<file path="config.mk">
export PLATFORM = sky130hd
export DESIGN_NAME = dhc_drain
export DESIGN_NICKNAME = d
export VERILOG_FILES = /design/src/rtl/dhc_pkg.sv /design/src/rtl/dhc_drain.sv
export SDC_FILE = /design/constraint.sdc
export NUM_CORES = 1
export LEC_CHECK = 0
export ABC_AREA = 1
export BUFFER_PORTS_ARGS = -buffer_cell sky130_fd_sc_hd__buf_4
export CORE_MARGIN = 3
export CORE_UTILIZATION = 48
export CTS_CLUSTER_DIAMETER = 40
export DETAILED_ROUTE_END_ITERATION = 12
export PLACE_DENSITY = 0.75
export SLEW_MARGIN = 0
export SYNTH_ARGS = -nofsm -noshare
export SYNTH_HDL_FRONTEND = slang
export SYNTH_SLANG_ARGS = --single-unit
</file>
<file path="constraint.sdc">
create_clock -name clk -period 1.2 [get_ports clk]
set_input_delay 0.12 -clock clk [delete_from_list [all_inputs] [get_ports clk]]
set_output_delay 0.12 -clock clk [all_outputs]
set_load 0.02 [all_outputs]
</file>
<file path="src/rtl/dhc_pkg.sv">
// Package for the dual hysteresis on/off controller.
// Types, codes and constants shared by all rtl files; no dependencies.
`timescale 1ns / 1ps
package dhc_pkg;

    localparam logic [15:0] MIN_REPEAT_S = 16'd60;
    localparam int MAX_RESULTS = 4;

    typedef enum logic [1:0] {
        ST_OFF  = 2'd0,
        ST_ON   = 2'd1,
        ST_IDLE = 2'd2
    } chan_state_t;

    typedef enum logic [1:0] {
        FUNC_EVAL = 2'd0,
        FUNC_TICK = 2'd1,
        FUNC_STOP = 2'd2,
        FUNC_NONE = 2'd3
    } func_t;

    typedef enum logic [2:0] {
        REG_FLAGS   = 3'd0,
        REG_ACTIONS = 3'd1,
        REG_PERIOD  = 3'd2,
        REG_TLOW    = 3'd3,
        REG_THIGH   = 3'd4,
        REG_HLOW    = 3'd5,
        REG_HHIGH   = 3'd6,
        REG_SPARE   = 3'd7
    } reg_idx_t;

    typedef struct packed {
        logic [3:0]         flags;
        logic [1:0]         actions;
        logic [15:0]        period;
        logic signed [15:0] temp_low;
        logic signed [15:0] temp_high;
        logic [13:0]        hum_low;
        logic [13:0]        hum_high;
    } cfg_t;

    typedef struct packed {
        logic [1:0] func;
        logic signed [15:0] temp_value;
        logic [13:0] hum_value;
        logic active;
    } in_item_t;

    typedef struct packed {
        logic channel;
        logic command;
    } cmd_t;

    // up to four commands from one item
    typedef struct packed {
        logic [2:0] count;
        cmd_t [3:0] cmds;
    } burst_t;

endpackage

</file>
<file path="src/rtl/dhc_drain.sv">
// Holds the commands of one item and sends them one per cycle while the receiver is ready.
// Depends on dhc_pkg.
`timescale 1ns / 1ps
module dhc_drain
    import dhc_pkg::*;
(
    input  logic   clk,
    input  logic   rst_n,
    input  logic   load,
    input  burst_t burst,
    output logic   empty,
    output logic   out_valid,
    input  logic   out_ready,
    output logic   out_channel,
    output logic   out_command,
    output logic   out_last
);
    cmd_t [3:0] cmds_reg;
    logic [2:0] cnt_reg, cnt_next;
    logic [1:0] pos_reg, pos_next;

    assign out_valid = (cnt_reg != 3'd0);
    assign empty = !out_valid || (out_ready && cnt_reg == 3'd1);
    assign out_channel = cmds_reg[pos_reg].channel;
    assign out_command = cmds_reg[pos_reg].command;
    assign out_last = (cnt_reg == 3'd1);

    always_comb
    begin
        cnt_next = cnt_reg;
        pos_next = pos_reg;
        if (out_valid && out_ready)
        begin
            cnt_next = cnt_reg - 3'd1;
            pos_next = pos_reg + 2'd1;
        end
        if (load)
        begin
            cnt_next = burst.count;
            pos_next = 2'd0;
        end
    end

    always_ff @(posedge clk or negedge rst_n)
    begin
        if (!rst_n)
        begin
            cnt_reg <= '0;
            pos_reg <= '0;
        end
        else
        begin
            cnt_reg <= cnt_next;
            pos_reg <= pos_next;
        end
    end

    always_ff @(posedge clk)
    begin
        if (load)
            cmds_reg <= burst.cmds;
    end
endmodule

</file>
==> flow_summary.yaml, run 1 <==
synthesis:
  postSynthAreaPerCell_um2: 10.5
  synth.area.mux_share: 0
  synth_top_area_share: 0.364
  synth-edff-count: 8
  postSynthCellCount: 63
  synth_seq_area_share: 0.554
  synth.largest_area_cell: "edfxtp_1"
  synth_compound_area_frac: 0.110
  yosys-top-cells-count: "nand2_1, edfxtp_1, o21ai_0"
  synth-seq-cells: 13
  synth_top_family_by_area: "simple AND/OR/NAND/NOR gates"
  synth.top_cells.by_area: "edfxtp_1, dfrtp_1, ha_1"
  synth.cell_area_um2: 659
  yosys.area_share.simple: 0.220
  synth_fa_ha_area_frac: 0.0569
  synth_nets: 81
  synth_cell_types: 17
  synth_ff_type: "edfxtp_1"
  synth-xor-area-share: 0.0133
  ys.warnings.count: 0
  yosysMostFrequentCell: "nand2_1"
  async_reset_ff_frac: 0.385
power_and_ir_drop:
  power_density_nw_per_um2: 1600
  switching_share: 0.393
  total_power_mw: 1.76
  p_int_mw: 1.07
  ir_worst_vdd_mv: 1.27
  pwr-share-clk: 0.172
  pwr-share-seq: 0.346
  p_switching_mw: 0.693
  p_leak_nw: 0.493
  p_comb_frac: 0.482
run_status:
  status: "finished, violations left"
  violations: "hold timing, setup timing"
worst_setup_path:
  cp-start-kind: "register"
  required_ns: 1.08
  cpMostUsedCell: "inv_2"
  path_cells: "inv_2, ha_4, inv_2, nor2_4, nand2_1, nand2_2, buf_6"
  cp_slowest_cell: "dfrtp_1"
  crit_path_end_kind: "primary output"
  critPathArrivalTime_ns: 1.32
  cp.buffers_inverters: 3
  crit_type: "reg -> out"
  crit_family: "flip-flops"
  critPathMaxFanout: 3
  cpPeakStageDelay_ns: 0.38
sta:
  fmax_mhz: 694
  hold_viol: 3
  timing.hold.ws_ns: -0.000822
  fin_skew_ns: 0.00523
  finalCritPeriodShare: 1.20
  rsz0062_at_grt: "true"
  slew_headroom: 0.774
  layout_setup_ws_ns: -0.241
  slew_violations: 0
  worst_slew_pin_slew_ns: 0.336
  setup_viol_count_final: 10
  period_minus_slack_ns: 1.44
die:
  dieArea_um2: 1850
  start_util: 0.549
  fp.dieH_um: 43.1
  rows: 12
  fp.dieW_um: 43.1
  io_pins: 20
  core_area_um2: 1200
final_layout:
  final_nets: 120
  largest_reg_flops: 8
  fin_cells: 115
  drive_above_1_share: 0.663
  fillers: 46
  antenna_cells: 0
  fin_util: 0.918
  synthToLayoutAreaGrowth_pct: 67.2
run:
  maxCapViolations: 0
route:
  drt_iter0_drc: 26
  firstDrtPassIters: 4
  antenna_left: 0
  drt_wl_total_um: 2460
  drc: 0
  vias: 668
  via_per_inst: 5.81
  wl_per_cell_um: 21.4
global_routing:
  antenna_found_initial: 0
  grt_pass1_wl_um: 2530
  overflow: 0
  track_usage: 0.184
  grt_max_degree: 15
  grt_pass1_vias: 579
cts:
  htreeDepth: 1
  cts.clk_slew.worst_paths_ns: 0.09
  tritoncts: "done"
  cts_root_buf: "clkbuf_4"
  cts_buffers: 3
  clk_latency_ns: 0.30
  clk_path_buf_depth: 2
  cts.sinks: 13
hold_path:
  min_path_type: "in -> reg"
placed_design:
  io_buffer_count: 19
  gp_congestion: 0.691
  dp.cells: 98
  dpl.hpwl_um: 1050
[routing by layer]
layer  GRT usage  vias to the layer above  part of all wire
met5           0                        -                 0
met4      0.0361                        0             0.062
met3      0.0551                       18             0.087
met2       0.323                       59              0.50
met1       0.221                      303              0.35
li1            -                      288                 -
[worst reg2reg max path: stages, from the launching register on]
cell,delay (ns)
dfrtp_1,0.35
inv_2,0.07
buf_4,0.14
buf_4,0.13
ha_4,0.16
inv_2,0.05
nand2_1,0.06
nand3_1,0.10
nand2_1,0.08
nand2_2,0.09
nand2_2,0.05
[what timing repair did]
action / CTS / global route
cloned: 0 / 0
hold buffers: 1 / 3
pin swaps: 4 / 6
endpoints found under the setup margin: 7 / 10
buffers inserted: 6 / 3
resized for setup: 18 / 20
hold endpoints to repair: 5 / 3
[per-stage QoR]
stage	cell area, um2	setup TNS, ns	setup slack [ns]
finish	1100	-1.33	-0.241
global route	1100	-2.02	-0.325
CTS	985	-0.679	-0.179
detailed placement	842	0	0.0116
global placement	842	0	0.0663
floorplan	667	0	0.0380
[logic make-up (layout without fill, tap and decap cells)]
logic type	Yosys count	in the layout
AO/OA/AOI/OAI	12	12
AND/OR/NAND/NOR	26	26
buffers and inverters	8	46
XOR/XNOR	1	1
adder cells (fa/ha/maj)	3	3
flip-flops	13	13
[placed cells by master (no fill, tap or decap), drive strengths merged]
master	Yosys	layout
dlygate4sd3	0	4
nand2	16	16
dfrtp	5	5
inv	8	7
nand3	5	5
buf	0	30
clkbuf	0	3
ha	3	3
a21boi	1	1
edfxtp	8	8
clkinv	0	2
xor2	1	1
o21ai	9	9
o22ai	2	2
nor2	5	5
[worst paths after layout]
check                              end  slack (ns)  cells past startpoint       start
min in group asynchronous   pos_reg[1]        0.15                      2       rst_n
setup reg to reg            cnt_reg[2]       -0.17                     10  cnt_reg[1]
hold reg to reg             cnt_reg[2]        0.70                      2  cnt_reg[2]
max in group asynchronous   pos_reg[0]        0.93                      2       rst_n
setup / recovery                 empty       -0.24                      7  cnt_reg[1]
hold / removal             cmds_reg[6]     -0.0008                      1    burst[6]
[cell type report]
cell class	count	area, um2	share of cell area
inverter	8	35.0	0.0318
sequential	13	369	0.335
clock inverter	1	5.00	0.00454
multi-input combinational	42	360	0.327
tap	14	17.5	0.0159
timing repair buffer	34	293	0.266
clock buffer	3	22.5	0.0204
[power by group through the flow]
stage / combinational (mW) / clock (mW) / sequential (mW)
floorplan: 0.308 / 0 / 0.580
global placement: 0.480 / 0 / 0.589
global route: 0.900 / 0.331 / 0.616
detailed placement: 0.494 / 0 / 0.596
CTS: 0.646 / 0.280 / 0.597
finish: 0.849 / 0.304 / 0.610
Power figures use the tool's default switching activity.
==> run 2: changes to the inputs <==
--- a/config.mk
+++ b/config.mk
@@ -9,7 +9,7 @@
 export BUFFER_PORTS_ARGS = -buffer_cell sky130_fd_sc_hd__buf_4
-export CORE_MARGIN = 3
-export CORE_UTILIZATION = 48
+export CORE_AREA = 3 3 40 42
 export CTS_CLUSTER_DIAMETER = 40
 export DETAILED_ROUTE_END_ITERATION = 12
-export PLACE_DENSITY = 0.75
+export DIE_AREA = 0 0 43 45
+export PLACE_DENSITY_LB_ADDON = 0.08
 export SLEW_MARGIN = 0
==> constraint.sdc (replaced) <==
create_clock -name clk -period 1.9 [get_ports clk]
set_input_delay 0.38 -clock clk [delete_from_list [all_inputs] [get_ports clk]]
set_output_delay 0.38 -clock clk [all_outputs]
set_load 0.02 [all_outputs]
==> flow_summary.yaml, run 2 (synthesis results as in run 1) <==
run_status:
  status: "completed"
worst_setup_path:
  path_cells: "inv_1, ha_1, inv_1, nor2_1, nand2_1, nand2_1, buf_4"
  critPathArrivalTime_ns: 1.42
  crit_type: "reg -> out"
  critPathMaxFanout: 4
  cp-start-kind: "register"
  required_ns: 1.52
  cpPeakStageDelay_ns: 0.36
  crit_path_end_kind: "primary output"
  cp_slowest_cell: "dfrtp_1"
global_routing:
  grt_pass1_vias: 511
  grt_pass1_wl_um: 2180
  overflow: 0
  grt_max_degree: 15
  track_usage: 0.153
  antenna_found_initial: 0
sta:
  fin_skew_ns: 0.00443
  hold_viol: 0
  finalCritPeriodShare: 0.947
  slew_violations: 0
  worst_slew_pin_slew_ns: 0.207
  timing.hold.ws_ns: 0.266
  slew_headroom: 0.861
  period_minus_slack_ns: 1.80
  tns_ns: 0
  setup_viol_count_final: 0
  rsz0062_at_grt: "false"
  fmax_mhz: 556
cts:
  cts_buffers: 3
  ctsResizeCount: 0
  cts.clk_slew.worst_paths_ns: 0.09
  cts_root_buf: "clkbuf_4"
  cts.sinks: 13
  clk_latency_ns: 0.28
  htreeDepth: 1
  tritoncts: "done"
  clk_path_buf_depth: 2
hold_path:
  min_path_type: "in -> reg"
run:
  maxCapViolations: 0
route:
  wl_per_cell_um: 13.5
  via_per_inst: 5.01
  vias: 511
  firstDrtPassIters: 4
  drc: 0
  drt_wl_total_um: 1380
  antenna_left: 0
  drt_iter0_drc: 11
die:
  fp.dieW_um: 43
  rows: 13
  dieArea_um2: 1940
  io_pins: 20
  start_util: 0.513
  fp.dieH_um: 45
  core_area_um2: 1280
final_layout:
  largest_reg_flops: 8
  regArea_um2: 365
  mostFrequentLayoutCells: "buf_4, nand2_1, edfxtp_1, o21ai_0"
  synthToLayoutAreaGrowth_pct: 30.2
  final_common_cell: "buf_4"
  antenna_cells: 0
  final_nets: 106
  fillers: 101
  drive_above_1_share: 0.402
  multi_input_area_um2: 264
placed_design:
  dpl.hpwl_um: 1060
  io_buffer_count: 19
  gp_congestion: 0.713
power_and_ir_drop:
  power_density_nw_per_um2: 977
  p_leak_nw: 0.407
  ir_worst_vdd_mv: 0.500
## run 2: cell count changes in the layout (fill, tap and decap cells not counted), sizes merged
cell,delta
buf,-11
clkinv,-1
dlygate4sd3,-3
inv,+1
## run 2: layout make-up
cell class	count	area share
flip-flops and latches	13	0.426
multi-input cells	42	0.308
repair buffers	20	0.178
clock inverters	1	0.00583
well taps	15	0.0219
inverters	8	0.0350
clock buffers	3	0.0262
## run 2: critical path, delay by kind of cell (launching register included)
family,cells,cell delay (ns)
simple gates,3,0.29
fa+ha+maj,1,0.17
flops,1,0.36
buf+inv,3,0.31
## run 2: per-layer routing
metal	GRT usage	vias to the layer above	routed length, um
met5	0	-	0
met4	0.0361	0	9
met3	0.0359	2	91
met2	0.287	19	737
met1	0.176	231	537
li1	-	259	-
## run 2: stage by stage
step	cell area, um2	setup WS, ns	power (mW)	utilization	cells
floorplan	659	0.323	0.553	-	63
global placement	821	0.492	0.651	0.639	97
detailed placement	821	0.438	0.666	0.639	97
CTS	858	0.124	0.842	0.668	102
global route	858	0.0134	0.888	0.668	102
finish	858	0.101	0.839	0.668	102
## run 2: final timing paths
kind | from | slack, ns | cells after the start | to
worst max-delay path | cnt_reg[1] | 0.10 | 7 | empty
worst min-delay path | burst[7] | 0.27 | 1 | cmds_reg[7]
worst max register to register | cnt_reg[0] | 0.66 | 7 | cnt_reg[0]
worst min register to register | cnt_reg[1] | 0.57 | 2 | cnt_reg[1]
max in group asynchronous | rst_n | 1.36 | 2 | cnt_reg[1]
min in group asynchronous | rst_n | 0.43 | 2 | pos_reg[1]
## run 2: what timing repair did
| action | in CTS | in global routing |
|---|---|---|
| setup endpoints to repair | 0 | 0 |
| hold endpoints to repair | 5 | 0 |
| hold buffers | 1 | 0 |
| buffers inserted | 0 | 0 |
## run 2: where the power goes
| part | switching (mW) | internal, mW |
|---|---|---|
| combinational | 0.175 | 0.121 |
| clock | 0.0991 | 0.0782 |
| sequential | 0.0273 | 0.338 |
