$ cat config.mk
export PLATFORM = sky130hd
export DESIGN_NAME = dhc_core
export DESIGN_NICKNAME = d
export VERILOG_FILES = /design/src/rtl/dhc_pkg.sv /design/src/rtl/dhc_core.sv
export SDC_FILE = /design/constraint.sdc
export NUM_CORES = 2
export LEC_CHECK = 0
export ABC_AREA = 1
export BUFFER_PORTS_ARGS = -buffer_cell sky130_fd_sc_hd__buf_4
export CAP_MARGIN = 5
export CORE_MARGIN = 4
export CORE_UTILIZATION = 66
export CTS_CLUSTER_DIAMETER = 40
export DETAILED_ROUTE_END_ITERATION = 8
export PLACE_DENSITY = 0.87
export SETUP_SLACK_MARGIN = 0.4
export SLEW_MARGIN = 0
export SYNTH_ARGS = -nofsm -noshare
export SYNTH_HDL_FRONTEND = slang
export SYNTH_SLANG_ARGS = --single-unit
$ cat constraint.sdc
create_clock -name clk -period 19.65 [get_ports clk]
set_clock_uncertainty 0.05 [all_clocks]
set_input_delay 3.93 -clock clk [delete_from_list [all_inputs] [get_ports clk]]
set_output_delay 3.93 -clock clk [all_outputs]
set_load 0.02 [all_outputs]
$ cat src/rtl/dhc_pkg.sv
// Package for the dual hysteresis on/off controller.
// Types, codes and constants shared by all rtl files; no dependencies.
`timescale 1ns / 1ps
package dhc_pkg;

    localparam logic [15:0] MIN_REPEAT_S = 16'd60;
    localparam int MAX_RESULTS = 4;

    typedef enum logic [1:0] {
        ST_OFF  = 2'd0,
        ST_ON   = 2'd1,
        ST_IDLE = 2'd2
    } chan_state_t;

    typedef enum logic [1:0] {
        FUNC_EVAL = 2'd0,
        FUNC_TICK = 2'd1,
        FUNC_STOP = 2'd2,
        FUNC_NONE = 2'd3
    } func_t;

    typedef enum logic [2:0] {
        REG_FLAGS   = 3'd0,
        REG_ACTIONS = 3'd1,
        REG_PERIOD  = 3'd2,
        REG_TLOW    = 3'd3,
        REG_THIGH   = 3'd4,
        REG_HLOW    = 3'd5,
        REG_HHIGH   = 3'd6,
        REG_SPARE   = 3'd7
    } reg_idx_t;

    typedef struct packed {
        logic [3:0]         flags;
        logic [1:0]         actions;
        logic [15:0]        period;
        logic signed [15:0] temp_low;
        logic signed [15:0] temp_high;
        logic [13:0]        hum_low;
        logic [13:0]        hum_high;
    } cfg_t;

    typedef struct packed {
        logic [1:0] func;
        logic signed [15:0] temp_value;
        logic [13:0] hum_value;
        logic active;
    } in_item_t;

    typedef struct packed {
        logic channel;
        logic command;
    } cmd_t;

    // up to four commands from one item
    typedef struct packed {
        logic [2:0] count;
        cmd_t [3:0] cmds;
    } burst_t;

endpackage

$ cat src/rtl/dhc_core.sv
// Control state and the single-pass evaluate/tick/stop logic.
// Depends on dhc_pkg.
`timescale 1ns / 1ps
module dhc_core
    import dhc_pkg::*;
(
    input  logic     clk,
    input  logic     rst_n,
    input  cfg_t     cfg,
    input  logic     item_valid,
    input  in_item_t item,
    output burst_t   burst
);
    chan_state_t [1:0] st_reg, st_next;
    chan_state_t [1:0] cb_reg, cb_next;
    logic [15:0] sv_t_reg, sv_t_next;
    logic [13:0] sv_h_reg, sv_h_next;
    logic [1:0][15:0] cd_reg, cd_next;
    logic [1:0] arm_reg, arm_next;

    // value/10 truncated toward zero, via reciprocal multiply on magnitude
    function automatic logic signed [16:0] div10(input logic signed [16:0] v);
        logic [16:0] m;
        logic [34:0] p;
        logic [16:0] q;
        m = v[16] ? 17'(-v) : 17'(v);
        p = 35'(m) * 35'd52429;
        q = 17'(p >> 19);
        div10 = v[16] ? -$signed(q) : $signed(q);
    endfunction

    always_comb
    begin
        logic [15:0] ivl;
        logic one, rep, te, he, offon, hit, on, up, dn;
        logic signed [16:0] v, lo, hi, sv;
        logic [2:0] n;
        int oc, fc;

        st_next = st_reg; cb_next = cb_reg;
        sv_t_next = sv_t_reg; sv_h_next = sv_h_reg;
        cd_next = cd_reg; arm_next = arm_reg;
        burst = '0;
        n = 3'd0;
        ivl = (cfg.period <= MIN_REPEAT_S) ? MIN_REPEAT_S : cfg.period;
        one = cfg.flags[3]; rep = cfg.flags[2];
        te = cfg.flags[0]; he = cfg.flags[1];
        v = '0; lo = '0; hi = '0; sv = '0;
        offon = 1'b0; hit = 1'b0; on = 1'b0; up = 1'b0; dn = 1'b0;
        oc = 0; fc = 0;

        if (item_valid)
        begin
            case (func_t'(item.func))
                FUNC_EVAL:
                begin
                    if (item.active)
                    begin
                        for (int ch = 0; ch < 2; ch++)
                        begin
                            if (ch == 0)
                            begin
                                v = 17'(item.temp_value);
                                lo = 17'(cfg.temp_low); hi = 17'(cfg.temp_high);
                            end
                            else
                            begin
                                v = $signed({3'b0, item.hum_value});
                                lo = $signed({3'b0, cfg.hum_low});
                                hi = $signed({3'b0, cfg.hum_high});
                            end
                            offon = cfg.actions[ch];
                            hit = 1'b0;
                            if (!cfg.flags[ch])
                            begin
                                arm_next[ch] = 1'b0; cd_next[ch] = '0;
                                if (!one)
                                begin
                                    if (st_next[ch] == ST_ON)
                                    begin
                                        burst.cmds[n[1:0]] = '{1'(ch), 1'b0}; n = n + 3'd1;
                                    end
                                    st_next[ch] = ST_IDLE;
                                end
                            end
                            else
                            begin
                                if (!rep && arm_next[ch])
                                begin
                                    arm_next[ch] = 1'b0; cd_next[ch] = '0;
                                end
                                if (st_next[ch] == ST_IDLE)
                                begin
                                    on = offon ? (v > lo) : (v < hi);
                                    st_next[ch] = on ? ST_ON : ST_OFF;
                                    hit = 1'b1;
                                end
                                else if (st_next[ch] == ST_OFF)
                                begin
                                    if ((v >= hi && offon) || (v <= lo && !offon))
                                    begin
                                        st_next[ch] = ST_ON; on = 1'b1; hit = 1'b1;
                                    end
                                end
                                else if ((v >= hi && !offon) || (v <= lo && offon))
                                begin
                                    st_next[ch] = ST_OFF; on = 1'b0; hit = 1'b1;
                                end
                                if (hit)
                                begin
                                    if (ch == 0) sv_t_next = v[15:0];
                                    else sv_h_next = v[13:0];
                                    if (!one)
                                    begin
                                        arm_next[ch] = rep;
                                        cd_next[ch] = rep ? ivl : 16'd0;
                                        burst.cmds[n[1:0]] = '{1'(ch), on}; n = n + 3'd1;
                                    end
                                end
                            end
                        end
                        if (one)
                        begin
                            if (!te && !he)
                            begin
                                arm_next = '0; cd_next = '0;
                                if (st_next[0] == ST_ON || st_next[1] == ST_ON)
                                begin
                                    burst.cmds[n[1:0]] = '{1'b0, 1'b0}; n = n + 3'd1;
                                end
                                st_next = {ST_IDLE, ST_IDLE};
                                cb_next = {ST_IDLE, ST_IDLE};
                            end
                            else if (te != he)
                            begin
                                oc = te ? 0 : 1; fc = 1 - oc;
                                arm_next[fc] = 1'b0; cd_next[fc] = '0;
                                if (st_next[fc] == ST_ON && st_next[oc] == ST_OFF)
                                begin
                                    burst.cmds[n[1:0]] = '{1'(fc), 1'b0}; n = n + 3'd1;
                                end
                                st_next[fc] = ST_IDLE; cb_next[fc] = ST_IDLE;
                                if (st_next[oc] == ST_ON && cb_next[oc] != ST_ON)
                                begin
                                    cb_next[oc] = ST_ON;
                                    burst.cmds[n[1:0]] = '{1'(oc), 1'b1}; n = n + 3'd1;
                                    arm_next[oc] = 1'b0; cd_next[oc] = '0;
                                end
                                if (st_next[oc] == ST_OFF && cb_next[oc] != ST_OFF)
                                begin
                                    cb_next[oc] = ST_OFF;
                                    burst.cmds[n[1:0]] = '{1'(oc), 1'b0}; n = n + 3'd1;
                                    arm_next[oc] = 1'b0; cd_next[oc] = '0;
                                end
                                if (!arm_next[oc] && rep)
                                begin
                                    arm_next[oc] = 1'b1; cd_next[oc] = ivl;
                                end
                            end
                            else
                            begin
                                for (int ch = 0; ch < 2; ch++)
                                begin
                                    if (st_next[ch] == ST_ON && cb_next[ch] != ST_ON)
                                    begin
                                        cb_next[ch] = ST_ON;
                                        burst.cmds[n[1:0]] = '{1'(ch), 1'b1}; n = n + 3'd1;
                                        arm_next = '0; cd_next = '0;
                                        if (rep)
                                        begin
                                            arm_next[ch] = 1'b1; cd_next[ch] = ivl;
                                        end
                                    end
                                end
                                for (int ch = 0; ch < 2; ch++)
                                begin
                                    if (st_next[ch] == ST_OFF && cb_next[ch] != ST_OFF)
                                    begin
                                        cb_next[ch] = ST_OFF;
                                        if (cb_next[1 - ch] == ST_OFF)
                                        begin
                                            burst.cmds[n[1:0]] = '{1'(ch), 1'b0};
                                            n = n + 3'd1;
                                            arm_next = '0; cd_next = '0;
                                            if (rep)
                                            begin
                                                arm_next[ch] = 1'b1; cd_next[ch] = ivl;
                                            end
                                        end
                                    end
                                end
                            end
                        end
                    end
                end
                FUNC_TICK:
                begin
                    for (int ch = 0; ch < 2; ch++)
                    begin
                        if (arm_reg[ch])
                        begin
                            if (cd_reg[ch] > 16'd1)
                                cd_next[ch] = cd_reg[ch] - 16'd1;
                            else if (!rep)
                            begin
                                arm_next[ch] = 1'b0; cd_next[ch] = '0;
                            end
                            else
                            begin
                                cd_next[ch] = ivl;
                                offon = cfg.actions[ch];
                                on = (st_reg[ch] != ST_OFF);
                                if (ch == 0)
                                begin
                                    v = 17'(item.temp_value);
                                    sv = 17'($signed(sv_t_reg));
                                end
                                else
                                begin
                                    v = $signed({3'b0, item.hum_value});
                                    sv = $signed({3'b0, sv_h_reg});
                                end
                                up = div10(v) >= div10(sv);
                                dn = div10(v) <= div10(sv);
                                if (one && cfg.flags[1 - ch])
                                begin
                                    burst.cmds[n[1:0]] = '{1'(ch), on}; n = n + 3'd1;
                                end
                                else if (on)
                                begin
                                    if ((up && offon) || (dn && !offon))
                                    begin
                                        burst.cmds[n[1:0]] = '{1'(ch), 1'b1}; n = n + 3'd1;
                                    end
                                end
                                else if ((up && !offon) || (dn && offon))
                                begin
                                    burst.cmds[n[1:0]] = '{1'(ch), 1'b0}; n = n + 3'd1;
                                end
                            end
                        end
                    end
                end
                FUNC_STOP:
                begin
                    arm_next = '0; cd_next = '0;
                    st_next = {ST_IDLE, ST_IDLE};
                    cb_next = {ST_IDLE, ST_IDLE};
                end
                default: ;
            endcase
        end
        burst.count = n;
    end

    always_ff @(posedge clk or negedge rst_n)
    begin
        if (!rst_n)
        begin
            st_reg <= {ST_IDLE, ST_IDLE};
            cb_reg <= {ST_IDLE, ST_IDLE};
            sv_t_reg <= '0;
            sv_h_reg <= '0;
            cd_reg <= '0;
            arm_reg <= '0;
        end
        else
        begin
            st_reg <= st_next;
            cb_reg <= cb_next;
            sv_t_reg <= sv_t_next;
            sv_h_reg <= sv_h_next;
            cd_reg <= cd_next;
            arm_reg <= arm_next;
        end
    end
endmodule

==> reports/metrics.csv <==
stage,metric,value,unit
sta,Final TNS setup,0,ns
setup_path,WS Path Type,in -> out,
synthesis,Synth Area per Inst,7.44,um2
die,Die ar.,49500,um2
routing,routed vias/inst,5.87,
cts,TritonCTS clock tree,yes,
setup_path,"Buf+Inv Stages, Crit Path",13,
die,Die Y,222,um
grt,initial antenna violation count,0,
layout,antenna cells,0,
setup_path,crit path DAT,14.35,ns
setup_path,crit path max fanout,6,
cts,htree depth,3,
layout,Final Net Count,5247,
sta,Final Max Tran Viols,0,
place,Placer Congestion,1.02,
setup_path,Worst path top cell family by delay,simple AND/OR/NAND/NOR gates,
synthesis,post-synth top area share,27.3,%
routing,drt pass-1 iters,8,
sta,unrepaired setup endpoints after global routing,false,
sta,"Hold Vio Cnt, Final",0,
grt,first-pass GRT wire length,137000,um
layout,Layout area overhead,5.62,%
sta,Final Cycle Share,93.3,%
setup_path,crit start category,input port,
routing,Remaining DRCs,0,
status,status,"finished, final reports clean",
routing,routed length per instance,17.5,um
die,num ports,129,
layout,share of layout cells above drive strength 1,5.69,%
synthesis,synth warn,0,
synthesis,most common flop cell mapped by yosys,dfrtp_1,
synthesis,largest area contributor in the netlist,ha_1,
layout,Largest register FFs,32,
cts,clk_lat worst skew,0.36,ns
cts,post-cts sizing count,0,
cts,# hold bufs at CTS,0,
routing,drt total wl,83100,um
synthesis,synthesized instance count,4081,
cts,clock tree sinks,72,
routing,Antenna Violating Nets Remaining,0,
routing,DR iter-0 viols,2528,
die,core area,45400,um2
setup_path,Crit. End Element,primary output,
sta,minimum clock period,18.33,ns
grt,GRT Residual Overflow,0,
sta,Slew HR,16.8,%
grt,vias in the first global route,28100,
layout,fillers,3657,
grt,Tot GR Track Use,33.1,%
die,row count,78,
cts,clock root buffer master,clkbuf_16,
die,Die W,222,um
die,Starting Density,66.9,%
synthesis,Area contributors post-synth,"ha_1, fa_1, inv_1, nand2_1, dfrtp_1",
setup_path,Worst Path Required,15.67,ns
run,Max Cap Violations,0,
setup_path,"most used cell, CP",inv_1,
synthesis,post-synthesis async set-or-reset flop share,100,%
routing,routed via count,28000,
place,port bufs,128,
grt,largest net degree at the start of global routing,59,
setup_path,Crit-path slowest cell,nor4_1,
synthesis,area of the mapped netlist,30400,um2
sta,Tightest Pin Transition,1.25,ns
cts,total clock buffers created by CTS,9,
setup_path,Critical Path Max Stage Delay,0.81,ns
synthesis,sequential share of the synthesized area,5.95,%
synthesis,Yosys cell types,69,
cts,post-CTS setup repair buffer count,0,
cts,clock transition at the registers of the reported paths,0.06,ns
place,DP HPWL,69300,um
layout,"commonest cells after routing, fill and taps aside","inv_1, nand2_1, ha_1",
synthesis,number of synthesized flops with an enable pin,0,
sta,Max Freq,54.5,MHz
cts,maximum buffer depth of the clock tree,2,
worst_hold_path,Hold Path Class,reg -> reg,
synthesis,Seq cells post-synth,72,
sta,Final Setup Violations,0,
layout,"commonest non-fill, non-tap cell in the layout",inv_1,
==> cell usage after synthesis, types with 34 or more instances <==
| library cell | number |
|---|---|
| nand4_1 | 40 |
| clkbuf_1 | 48 |
| ha_1 | 662 |
| xnor2_1 | 47 |
| nand2_1 | 681 |
| a31oi_1 | 34 |
| nor3_1 | 39 |
| a21oi_1 | 261 |
| o21ai_0 | 154 |
| xor2_1 | 81 |
| inv_1 | 850 |
| fa_1 | 308 |
| nor2_1 | 313 |
| nand3_1 | 218 |
| dfrtp_1 | 68 |
==> metal layers <==
metal	vias up	share of wire (%)	global-route usage, %
li1	13200	-	-
met5	-	0	0
met1	13000	39	41.5
met2	1383	48	57.4
met4	0	4.5	12.7
met3	315	8.7	5.52
==> cell type report <==
cell class | count | area (um2) | area share [%]
multi-input combinational | 3067 | 24900 | 77.7
inverter | 871 | 3270 | 10.2
sequential | 72 | 1810 | 5.63
timing repair buffer | 138 | 1040 | 3.23
tap | 600 | 751 | 2.34
clock buffer | 12 | 246 | 0.769
clock inverter | 4 | 45.0 | 0.140
==> final timing paths <==
path	startpoint	to	slack, ns	depth (start not counted)
max in group asynchronous	rst_n	sv_t_reg[4]	15.08	2
worst min-delay path	arm_reg[1]	arm_reg[1]	0.44	2
min in group asynchronous	rst_n	cd_reg[10]	3.43	1
worst max register to register	st_reg[3]	cd_reg[25]	15.36	16
worst min register to register	arm_reg[1]	arm_reg[1]	0.44	2
worst max-delay path	item[17]	burst[1]	1.32	56
==> logic make-up after synthesis <==
| logic type | Yosys count | synth area share, % |
|---|---|---|
| adder cells (fa/ha/maj) | 970 | 47.6 |
| AO/OA/AOI/OAI | 590 | 11.1 |
| XOR/XNOR | 128 | 3.69 |
| buffers and inverters | 956 | 12.2 |
| flip-flops | 72 | 5.95 |
| multiplexers | 12 | 0.445 |
| other | 2 | 0.0247 |
| AND/OR/NAND/NOR | 1351 | 19.0 |
==> metrics by stage <==
step                area (um2)  setup WS (ns)  cells  hold slack, ns  utilization, %
floorplan                30400           3.11   4095           0.399               -
finish                   32100           1.32   4764           0.435            70.7
detailed placement       31800           1.52   4748           0.419            70.0
CTS                      32100           1.47   4764           0.435            70.7
global route             32100          0.408   4764           0.451            70.7
global placement         31800           1.83   4748           0.414            70.0
==> worst min-delay path, stage by stage (launching register included) <==
cell and delay [ns]:
dfrtp_1 0.34, nand2_1 0.06, nand2_1 0.06
Power is left out: the tool's default activity adds up to more than one toggle a clock period on the data nets, which glitch-free logic cannot reach.
