<file path="config.mk">
export PLATFORM = sky130hd
export DESIGN_NAME = dhc_cfg
export DESIGN_NICKNAME = d
export VERILOG_FILES = /design/src/rtl/dhc_pkg.sv /design/src/rtl/dhc_cfg.sv
export SDC_FILE = /design/constraint.sdc
export NUM_CORES = 1
export LEC_CHECK = 0
export BUFFER_PORTS_ARGS = -buffer_cell sky130_fd_sc_hd__buf_2
export CAP_MARGIN = 5
export CORE_UTILIZATION = 44
export CTS_CLUSTER_DIAMETER = 50
export DETAILED_ROUTE_END_ITERATION = 12
export PLACE_DENSITY = 0.71
export SLEW_MARGIN = 20
export SYNTH_ARGS = -nofsm -noshare
export SYNTH_HDL_FRONTEND = slang
export SYNTH_SLANG_ARGS = --single-unit
export TNS_END_PERCENT = 5
</file>
<file path="constraint.sdc">
create_clock -name clk -period 1.1 [get_ports clk]
set_clock_uncertainty 0.15 [all_clocks]
set_input_delay 0.11 -clock clk [delete_from_list [all_inputs] [get_ports clk]]
set_output_delay 0.11 -clock clk [all_outputs]
set_load 0.01 [all_outputs]
</file>
<file path="src/rtl/dhc_pkg.sv">
// Package for the dual hysteresis on/off controller.
// Types, codes and constants shared by all rtl files; no dependencies.
`timescale 1ns / 1ps
package dhc_pkg;

    localparam logic [15:0] MIN_REPEAT_S = 16'd60;
    localparam int MAX_RESULTS = 4;

    typedef enum logic [1:0] {
        ST_OFF  = 2'd0,
        ST_ON   = 2'd1,
        ST_IDLE = 2'd2
    } chan_state_t;

    typedef enum logic [1:0] {
        FUNC_EVAL = 2'd0,
        FUNC_TICK = 2'd1,
        FUNC_STOP = 2'd2,
        FUNC_NONE = 2'd3
    } func_t;

    typedef enum logic [2:0] {
        REG_FLAGS   = 3'd0,
        REG_ACTIONS = 3'd1,
        REG_PERIOD  = 3'd2,
        REG_TLOW    = 3'd3,
        REG_THIGH   = 3'd4,
        REG_HLOW    = 3'd5,
        REG_HHIGH   = 3'd6,
        REG_SPARE   = 3'd7
    } reg_idx_t;

    typedef struct packed {
        logic [3:0]         flags;
        logic [1:0]         actions;
        logic [15:0]        period;
        logic signed [15:0] temp_low;
        logic signed [15:0] temp_high;
        logic [13:0]        hum_low;
        logic [13:0]        hum_high;
    } cfg_t;

    typedef struct packed {
        logic [1:0] func;
        logic signed [15:0] temp_value;
        logic [13:0] hum_value;
        logic active;
    } in_item_t;

    typedef struct packed {
        logic channel;
        logic command;
    } cmd_t;

    // up to four commands from one item
    typedef struct packed {
        logic [2:0] count;
        cmd_t [3:0] cmds;
    } burst_t;

endpackage

</file>
<file path="src/rtl/dhc_cfg.sv">
// Configuration register file for the controller.
// Depends on dhc_pkg.
`timescale 1ns / 1ps
module dhc_cfg
    import dhc_pkg::*;
(
    input  logic        clk,
    input  logic        rst_n,
    input  logic        cfg_we,
    input  logic [2:0]  cfg_index,
    input  logic [15:0] cfg_data,
    output cfg_t        cfg
);
    cfg_t cfg_reg;

    always_ff @(posedge clk or negedge rst_n)
    begin
        if (!rst_n)
        begin
            cfg_reg.flags     <= 4'd0;
            cfg_reg.actions   <= 2'd0;
            cfg_reg.period    <= 16'd60;
            cfg_reg.temp_low  <= 16'sd2000;
            cfg_reg.temp_high <= 16'sd2500;
            cfg_reg.hum_low   <= 14'd4000;
            cfg_reg.hum_high  <= 14'd6000;
        end
        else if (cfg_we)
        begin
            unique case (reg_idx_t'(cfg_index))
                REG_FLAGS:   cfg_reg.flags     <= cfg_data[3:0];
                REG_ACTIONS: cfg_reg.actions   <= cfg_data[1:0];
                REG_PERIOD:  cfg_reg.period    <= cfg_data;
                REG_TLOW:    cfg_reg.temp_low  <= cfg_data;
                REG_THIGH:   cfg_reg.temp_high <= cfg_data;
                REG_HLOW:    cfg_reg.hum_low   <= cfg_data[13:0];
                REG_HHIGH:   cfg_reg.hum_high  <= cfg_data[13:0];
                default:     ;
            endcase
        end
    end

    assign cfg = cfg_reg;
endmodule

</file>
==> results of run 1 <==
==> cell type report <==
cell class              instances  area (um^2)  area share, %
repair buffers                137         1100           24.0
flip-flops and latches         82         2090           45.6
clock buffers                  11          141           3.09
multi-input cells              89         1050           22.9
well taps                      96          120           2.63
clock inverters                 5         78.8           1.72
==> path summary, 6_finish.rpt <==
| path | cells after the start | endpoint | slack, ns |
|---|---|---|---|
| worst max-delay path | 1 | cfg[34] | -0.15 |
| worst min register to register | 1 | cfg[27] | 0.35 |
| max in group asynchronous | 3 | cfg[52] | 0.35 |
| min in group clk | 3 | cfg[77] | 0.19 |
| worst max register to register | 1 | cfg[29] | 0.14 |
| worst min-delay path | 3 | cfg[40] | 0.13 |
==> power breakdown <==
| part | switching, uW | internal (uW) | leakage [uW] |
|---|---|---|---|
| logic | 937 | 1410 | 0.00107 |
| clock network | 1020 | 1340 | 0.000113 |
| registers | 397 | 3850 | 0.000942 |
==> placed cells by master, fill, tap and decap left out <==
cell type,synthesis,layout
nor4bb_4,0,1
mux2_4,0,7
dlygate4sd3_1,0,17
buf_4,0,13
nor4b_2,1,1
clkinv_2,0,2
clkbuf_8,0,10
nand4b_2,1,1
dfstp_2,28,28
buf_12,0,5
and4bb_2,2,2
nand4b_1,2,2
dfrtp_1,54,54
clkbuf_1,0,1
mux2_2,82,75
buf_6,2,35
bufinv_16,0,2
buf_2,5,67
clkinv_4,0,1
==> routing by layer <==
layer	share of wire [%]	vias to the layer above	track usage (%)
met5	0	-	0
met4	0.70	0	4.55
met3	7.6	5	7.52
met2	47	74	32.0
met1	45	994	25.3
li1	-	922	-
==> timing repair <==
action	in CTS	in global routing
resized for setup	30	5
pin swaps	0	0
setup endpoints to repair	82	95
hold buffers	17	0
endpoints found under the hold margin	164	0
==> kinds of logic after synthesis <==
group / after synthesis
AND/OR/NAND/NOR: 7
multiplexers: 82
buffers and inverters: 7
flip-flops: 82
==> metrics by stage <==
stage / area, um^2 / hold WS (ns) / power [uW]
final: 4570 / 0.130 / 8950
after detailed placement: 3960 / -0.0602 / 6210
after global routing: 4570 / 0.145 / 9420
after CTS: 4540 / 0.124 / 8980
after global placement: 3960 / -0.0612 / 6150
after floorplan: 3170 / -0.336 / 5210
==> results.md, run 1 <==
- Tmin final: 1.25 ns
- Most frequent cell after synthesis: mux2_2
- 1st-iter DRT viols: 61
- Post-synthesis mux area share: 29.4%
- CTS tree: yes
- Synthesized flop and latch total: 82
- Grt ovf: 0
- Via count: 1995
- Vias in the first global route: 2221
- Max FO, Critical Path: 2
- Dpl cells: 387
- Ys flop type: dfrtp_1
- Worst skew pair latency: 0.33 ns
- Crit-path cells: buf_6
- Failing checks: setup timing
- H-tree depth: 3
- Worst min path class: input pin to async pin
- WL/cell: 16.4 um
- Synth async-reset ratio: 100%
- Max FFs per register: 82
- Vias per cell: 4.75
- Area growth syn-to-layout: 45.6%
- Tcrit/Tclk final: 114%
- Post-Route Utilization: 66.9%
- Layout cell share with drive strength beyond 1: 77.2%
- Die Y-Extent: 86.5 um
- Starting Density: 46.0%
- Port-buffer cells: 103
- Final slew viol count: 0
- CP startpoint kind: register
- DRT Pass-1 Iters: 2
- Power Density: 1960 mW/mm^2
- GP Congestion: 0.700
- Outcome: finished with violations
- Mapped Nets: 200
- Routed Antenna Nets: 0
- Worst Path Required: 0.84 ns
- CTS Buf Count: 9
- Endpoint type of the worst setup path: output port
- CTS Buffer Depth: 2
- Largest family of logic cells by synthesized area: multiplexers
- Total clock sinks: 82
- XOR/XNOR Fraction of Synth Area: 0%
- Slowest stage delay, CP: 0.55 ns
- Sequential fraction of the synthesis area: 66.5%
- Buffers and inverters on the worst path: 1
- Peak Freq: 799 MHz
- Core Area: 0.00683 mm^2
- Worst slew pin tran: 0.269 ns
- Post-Syn Area: 0.00314 mm^2
- Max-cap violations: 0
- # fillers: 500
- # IOs: 104
- Setup violators final: 81
- Die W: 86.5 um
- Static Leakage: 0.00212 uW
- Post-detail-place hpwl: 4.63 mm
- Post-Synth Simple-Gate Area: 2.63%
- Final setup margin: -0.151 ns
- Post-synth EDFFs: 0
- Maximum VDD drop: 1.19 mV
- Site Rows: 30
- Synth top area share: 43.0%
- Global-route wire length before repair: 11.0 mm
- Gate Count Post-Synth: 178
- Initial antenna violation count: 0
- Post-CTS Setup Repair Bufs: 0
- Nets: 341
- Die Area: 0.00748 mm^2
- Slew margin rel.: 82.1%
- Final cell count without fillers: 420
- # DRC: 0
- Synth Area in Compound Gates: 0%
- Avg Cell Area, Syn: 17.6 um^2
- CTS Root Cell: clkbuf_8
- Cell family with most CP delay: flip-flops
- Synth Area in Adders: 0%
- Total GRT Usage: 19.8%
- Top post-synthesis cells by area: dfrtp_1 (43%), mux2_2 (29%), dfstp_2 (23%)
- Synth area leader: dfrtp_1
- Final hold viol count: 0
- Syn. warnings: 0
- Reg-to-reg critical path startpoint: cfg[29]
- Synth cell count leaders: mux2_2 (82), dfrtp_1 (54), dfstp_2 (28), buf_2 (5)
- CP startpoint: cfg[34]
- Largest net degree at the start of global routing: 52
- Crit path arrival time: 0.99 ns
- Setup Crit Path Kind: register to output port
- RSZ-0062 raised after global routing: true
- Worst path slowest cell: dfstp_2
- Synth unique cells: 10
- Final wirelength: 6.88 mm
- CTS clk-pin slew, worst paths: 0.08 ns
- N_diodes: 0
- Setup_tns: -4.83 ns
- Post-Place Setup Slack: -0.320 ns
No activity file was read; power rests on OpenSTA's default activity.
==> inputs of run 2 (changes only) <==
clock period = 1.2 ns   (was 1.1 ns; I/O delays follow)
==> run 2 against run 1 <==
Net effect: critical endpoint is now cfg[5]; sequential power decreased by 8.5%; routed wire length increased by 2.0%; largest cell class unchanged; non-clock buffer count increased by 1; combinational power decreased by 9.8%; total power decreased by 6.1%; global-route usage increased by 0.31 points; register-to-register slack improved by 0.07 ns; sequential cell count unchanged; the flow still finishes with violations (setup timing); critical path depth unchanged.
==> results.md, run 2 (synthesis results as in run 1) <==
- Outcome: finished with violations
- Failing checks: setup timing
- # IOs: 104
- Initial antenna violation count: 0
- Reg area: 0.00209 mm^2
- CTS clk-pin slew, worst paths: 0.09 ns
- Die Area: 0.00748 mm^2
- Hold path depth: 3
- Max FFs per register: 82
- Reg-to-reg critical path startpoint: cfg[34]
- CTS Buf Count: 9
- Reg2Reg Depth: 2
- 1st-iter DRT viols: 46
- Total GRT Usage: 20.1%
- Via count: 2040
- Grt ovf: 0
- Setup violators final: 28
- Max FO, Critical Path: 2
- R2r setup slk: 0.21 ns
- Final cell count without fillers: 421
- Global-route wire length before repair: 11.1 mm
- Vias in the first global route: 2195
- Dpl cells: 386
- Power Density: 1850 mW/mm^2
- # DRC: 0
- Worst skew pair latency: 0.34 ns
- Peak Freq: 782 MHz
- # fillers: 508
- CTS Buffer Depth: 2
- Worst slew pin tran: 0.415 ns
- Max-cap violations: 0
- Worst min path class: input pin to register
- Tmin final: 1.28 ns
- Buffers and inverters on the worst path: 1
- Site Rows: 30
- DRT Pass-1 Iters: 4
- Largest net degree at the start of global routing: 83
- CTS Root Cell: clkbuf_8
- Maximum VDD drop: 0.948 mV
- Post-detail-place hpwl: 4.55 mm
- GP Congestion: 0.709
- Commonest non-fill, non-tap cells in the layout: mux2_2 (75), buf_2 (74), dfrtp_1 (54)
- Starting Density: 46.0%
- Static Leakage: 0.00212 uW
- Slowest stage delay, CP: 0.56 ns
- Worst Path Required: 0.93 ns
- Final wirelength: 7.02 mm
- Core Area: 0.00683 mm^2
- Nets: 342
- Commonest non-fill, non-tap cell in the layout: mux2_2
- Routed Antenna Nets: 0
- N_diodes: 0
- Crit-path cells: buf_6
- CP startpoint kind: register
- Die Y-Extent: 86.5 um
- Tcrit/Tclk final: 107%
- Die W: 86.5 um
- Final slew viol count: 0
- HP Start: cfg_we
- Final hold viol count: 0
- H-tree depth: 3
- Layout cell share with drive strength beyond 1: 77.5%
- Setup_tns: -1.59 ns
- Cell family with most CP delay: flip-flops
- Crit path arrival time: 1.01 ns
- Total clock sinks: 82
- Area growth syn-to-layout: 45.0%
- Setup Crit Path Kind: register to output port
- Port-buffer cells: 103
- Worst path slowest cell: dfstp_2
- CTS tree: yes
- Crit Reg-Reg Endpoint: cfg[34]
- Area of the multi-input gates: 0.00105 mm^2
- Hold EP: cfg[77]
- Endpoint type of the worst setup path: output port
- Final setup margin: -0.0784 ns
- WL/cell: 16.7 um
- RSZ-0062 raised after global routing: true
- Slew margin rel.: 72.3%
- Vias per cell: 4.85
run 2: changes by cell type in the layout (fill, tap and decap cells not counted):
| cell | before | now |
|---|---|---|
| buf_12 | 5 | 4 |
| buf_2 | 67 | 74 |
| buf_4 | 13 | 15 |
| buf_6 | 35 | 28 |
| bufinv_16 | 2 | 3 |
| clkbuf_1 | 1 | 0 |
| clkinv_2 | 2 | 0 |
| clkinvlp_4 | 0 | 2 |
run 2: layer usage:
layer | part of all wire (%) | vias to the layer above | wire length, um | track usage (%)
li1 | - | 922 | - | -
met1 | 43 | 1033 | 3010 | 25.4
met2 | 48 | 76 | 3400 | 32.2
met3 | 7.3 | 9 | 509 | 6.67
met4 | 1.5 | 0 | 102 | 7.58
met5 | 0 | - | 0 | 0
run 2: per-stage QoR:
| stage | cell area (um^2) | hold slack (ns) | setup slack, ns | util, % | power [uW] |
|---|---|---|---|---|---|
| floorplan | 3170 | -0.326 | -0.0951 | - | 4780 |
| global placement | 3940 | 0.0288 | -0.198 | 57.7 | 5620 |
| detailed placement | 3940 | 0.0331 | -0.233 | 57.7 | 5690 |
| CTS | 4550 | 0.179 | -0.0960 | 66.6 | 8470 |
| global route | 4550 | 0.215 | -0.113 | 66.7 | 8820 |
| finish | 4550 | 0.196 | -0.0784 | 66.7 | 8410 |
run 2: worst max path at each step:
stage / start / to / slack (ns) / cells past startpoint
2_1_floorplan: cfg_index[2] / cfg[60] / -0.1 / 4
3_5_place_dp: cfg_index[2] / cfg[67] / -0.23 / 4
3_3_place_gp: cfg_index[2] / cfg[72] / -0.20 / 4
5_1_grt: cfg[22] / cfg[22] / -0.11 / 1
4_1_cts: cfg[5] / cfg[5] / -0.1 / 1
6_report: cfg[5] / cfg[5] / -0.08 / 1
run 2: final cells by class:
type	instances	share of cell area [%]
timing repair buffer	138	23.0
tap	96	2.64
clock buffer	10	3.02
multi-input combinational	89	23.0
sequential	82	45.8
clock inverter	6	2.50
run 2: where the power goes:
part           total, uW  switching [uW]  internal (uW)
logic               2120             871           1250
registers           3880             352           3530
clock network       2410             969           1440
run 2: repair_timing:
item	in CTS	in global routing
hold buffers	17	0
gates resized for setup	29	0
setup endpoints to repair	28	32
endpoints found under the hold margin	163	0
buffers inserted	1	1
cloned	0	0
==> inputs of run 3 (changes only) <==
--- a/constraint.sdc
+++ b/constraint.sdc
@@ -3,3 +3,3 @@
 set_input_delay 0.12 -clock clk [delete_from_list [all_inputs] [get_ports clk]]
 set_output_delay 0.12 -clock clk [all_outputs]
-set_load 0.01 [all_outputs]
+set_load 0.1 [all_outputs]
==> run 3 against run 2 <==
Net effect: the flow still finishes with violations (setup timing); utilization up 15 points; critical path depth unchanged; via count rose by 2.1%; count of clock-buffer cells in the layout is 1 higher; largest power group is now combinational cells; largest cell class is now buffers.
==> results.md, run 3 (synthesis results as in run 1) <==
- Worst slew pin tran: 0.331 ns
- Final hold viol count: 0
- Largest net degree at the start of global routing: 33
- Cell family with most CP delay: flip-flops
- Global-route wire length before repair: 12.5 mm
- RSZ-0062 raised after global routing: true
- Total GRT Usage: 22.8%
- Post-detail-place hpwl: 5.48 mm
- Total clock sinks: 82
- Setup_tns: -4.18 ns
- Outcome: finished with violations
- Area growth syn-to-layout: 77.1%
- CP startpoint kind: register
- Hold slack final: 0.0838 ns
- Failing checks: setup timing
- Worst skew pair latency: 0.33 ns
- N_diodes: 0
- Final slew viol count: 0
- H-tree depth: 3
- CTS Buf Count: 9
- Final wirelength: 7.66 mm
- WL/cell: 18.2 um
- # DRC: 0
- Int Pwr: 7430 uW
- Worst Path Required: 0.93 ns
- Core Area: 0.00683 mm^2
- CTS Root Cell: clkbuf_8
- Static Leakage: 0.00243 uW
- CTS Buffer Depth: 2
- 1st-iter DRT viols: 49
- Setup Crit Path Kind: register to output port
- Die Y-Extent: 86.5 um
- Layout cell share with drive strength beyond 1: 78.2%
- Worst path slowest cell: dfstp_2
- Grt ovf: 0
- GP Congestion: 0.753
- P_sw: 6850 uW
- Tcrit/Tclk final: 113%
- Commonest non-fill, non-tap cell in the layout: buf_12
- Crit-path cells: buf_12
- Worst min path class: input pin to async pin
- Power share of the sequential group: 29.5%
- Starting Density: 46.0%
- Die W: 86.5 um
- Max-cap violations: 0
- Buffers and inverters on the worst path: 1
- Endpoint type of the worst setup path: output port
- # fillers: 351
- Die Area: 0.00748 mm^2
- Dpl cells: 386
- Clk pwr share: 13.4%
- Vias in the first global route: 2354
- Fin area: 0.00556 mm^2
- Commonest non-fill, non-tap cells in the layout: buf_12 (89), mux2_2 (82), dfrtp_1 (50)
- DRT Pass-1 Iters: 4
- Slowest stage delay, CP: 0.57 ns
- Nets: 342
- Tmin final: 1.35 ns
- # IOs: 104
- CTS clk-pin slew, worst paths: 0.08 ns
- Power Density: 2570 mW/mm^2
- Slew margin rel.: 77.9%
- Setup violators final: 63
- Cell Area, Placed: 0.00519 mm^2
- Initial antenna violation count: 0
- Final cell count without fillers: 421
- Max FFs per register: 82
- Combinational power share: 57.1%
- Crit path arrival time: 1.08 ns
- Peak Freq: 740 MHz
- Via count: 2083
- Final setup margin: -0.151 ns
- Max FO, Critical Path: 2
- Reg area: 0.00209 mm^2
- Sw Ratio: 48.0%
- Port-buffer cells: 103
- Site Rows: 30
- Area of the multi-input gates: 0.00102 mm^2
- Vias per cell: 4.95
- Routed Antenna Nets: 0
- Maximum VDD drop: 1.37 mV
- CTS tree: yes
## run 3: cell types whose count changed in the layout (fill, tap and decap cells not counted), sizes merged
cell,change
clkbuf,+1
bufinv,-2
clkinv,+1
## run 3: final cells by class
cell class / count / area share, %
repair buffers: 138 / 38.5
multi-input cells: 89 / 18.4
clock buffers: 11 / 2.36
flip-flops and latches: 82 / 37.6
clock inverters: 5 / 0.990
well taps: 96 / 2.16
## run 3: metrics by stage
step	total power, uW	utilization, %	setup WS, ns
5_1_grt	14700	81.4	-0.206
4_1_cts	14400	81.4	-0.171
3_5_place_dp	12400	76.0	-0.274
2_1_floorplan	9040	-	-0.210
3_3_place_gp	12300	76.0	-0.244
6_report	14300	81.4	-0.151
## run 3: metal layers
metal | up-vias | GRT usage [%] | wire, um
li1 | 926 | - | -
met1 | 1070 | 27.5 | 3170
met2 | 81 | 38.9 | 3870
met3 | 6 | 8.10 | 569
met4 | 0 | 6.36 | 52
met5 | - | 0 | 0
## run 3: final timing paths
| kind | from | endpoint | slack [ns] | cells past startpoint |
|---|---|---|---|---|
| hold / removal | rst_n | cfg[37] | 0.08 | 2 |
| hold reg to reg | cfg[0] | cfg[0] | 0.41 | 1 |
| setup / recovery | cfg[48] | cfg[48] | -0.15 | 1 |
| setup reg to reg | cfg[9] | cfg[9] | 0.19 | 2 |
| max in group asynchronous | rst_n | cfg[6] | 0.26 | 3 |
| min in group clk | cfg_index[0] | cfg[61] | 0.22 | 4 |
## run 3: power by group through the flow
stage	Clock, uW	Sequential, uW	Combinational [uW]
floorplan	0	8440	593
global route	2090	4310	8320
detailed placement	0	4270	8120
finish	1910	4210	8150
global placement	0	4220	8050
CTS	1950	4220	8200
## run 3: repair_timing
action | in CTS | in global routing
hold buffers | 17 | 0
setup endpoints to repair | 81 | 82
pin swaps | 0 | 0
hold endpoints to repair | 145 | 0
gates resized for setup | 0 | 0
setup buffers | 2 | 0
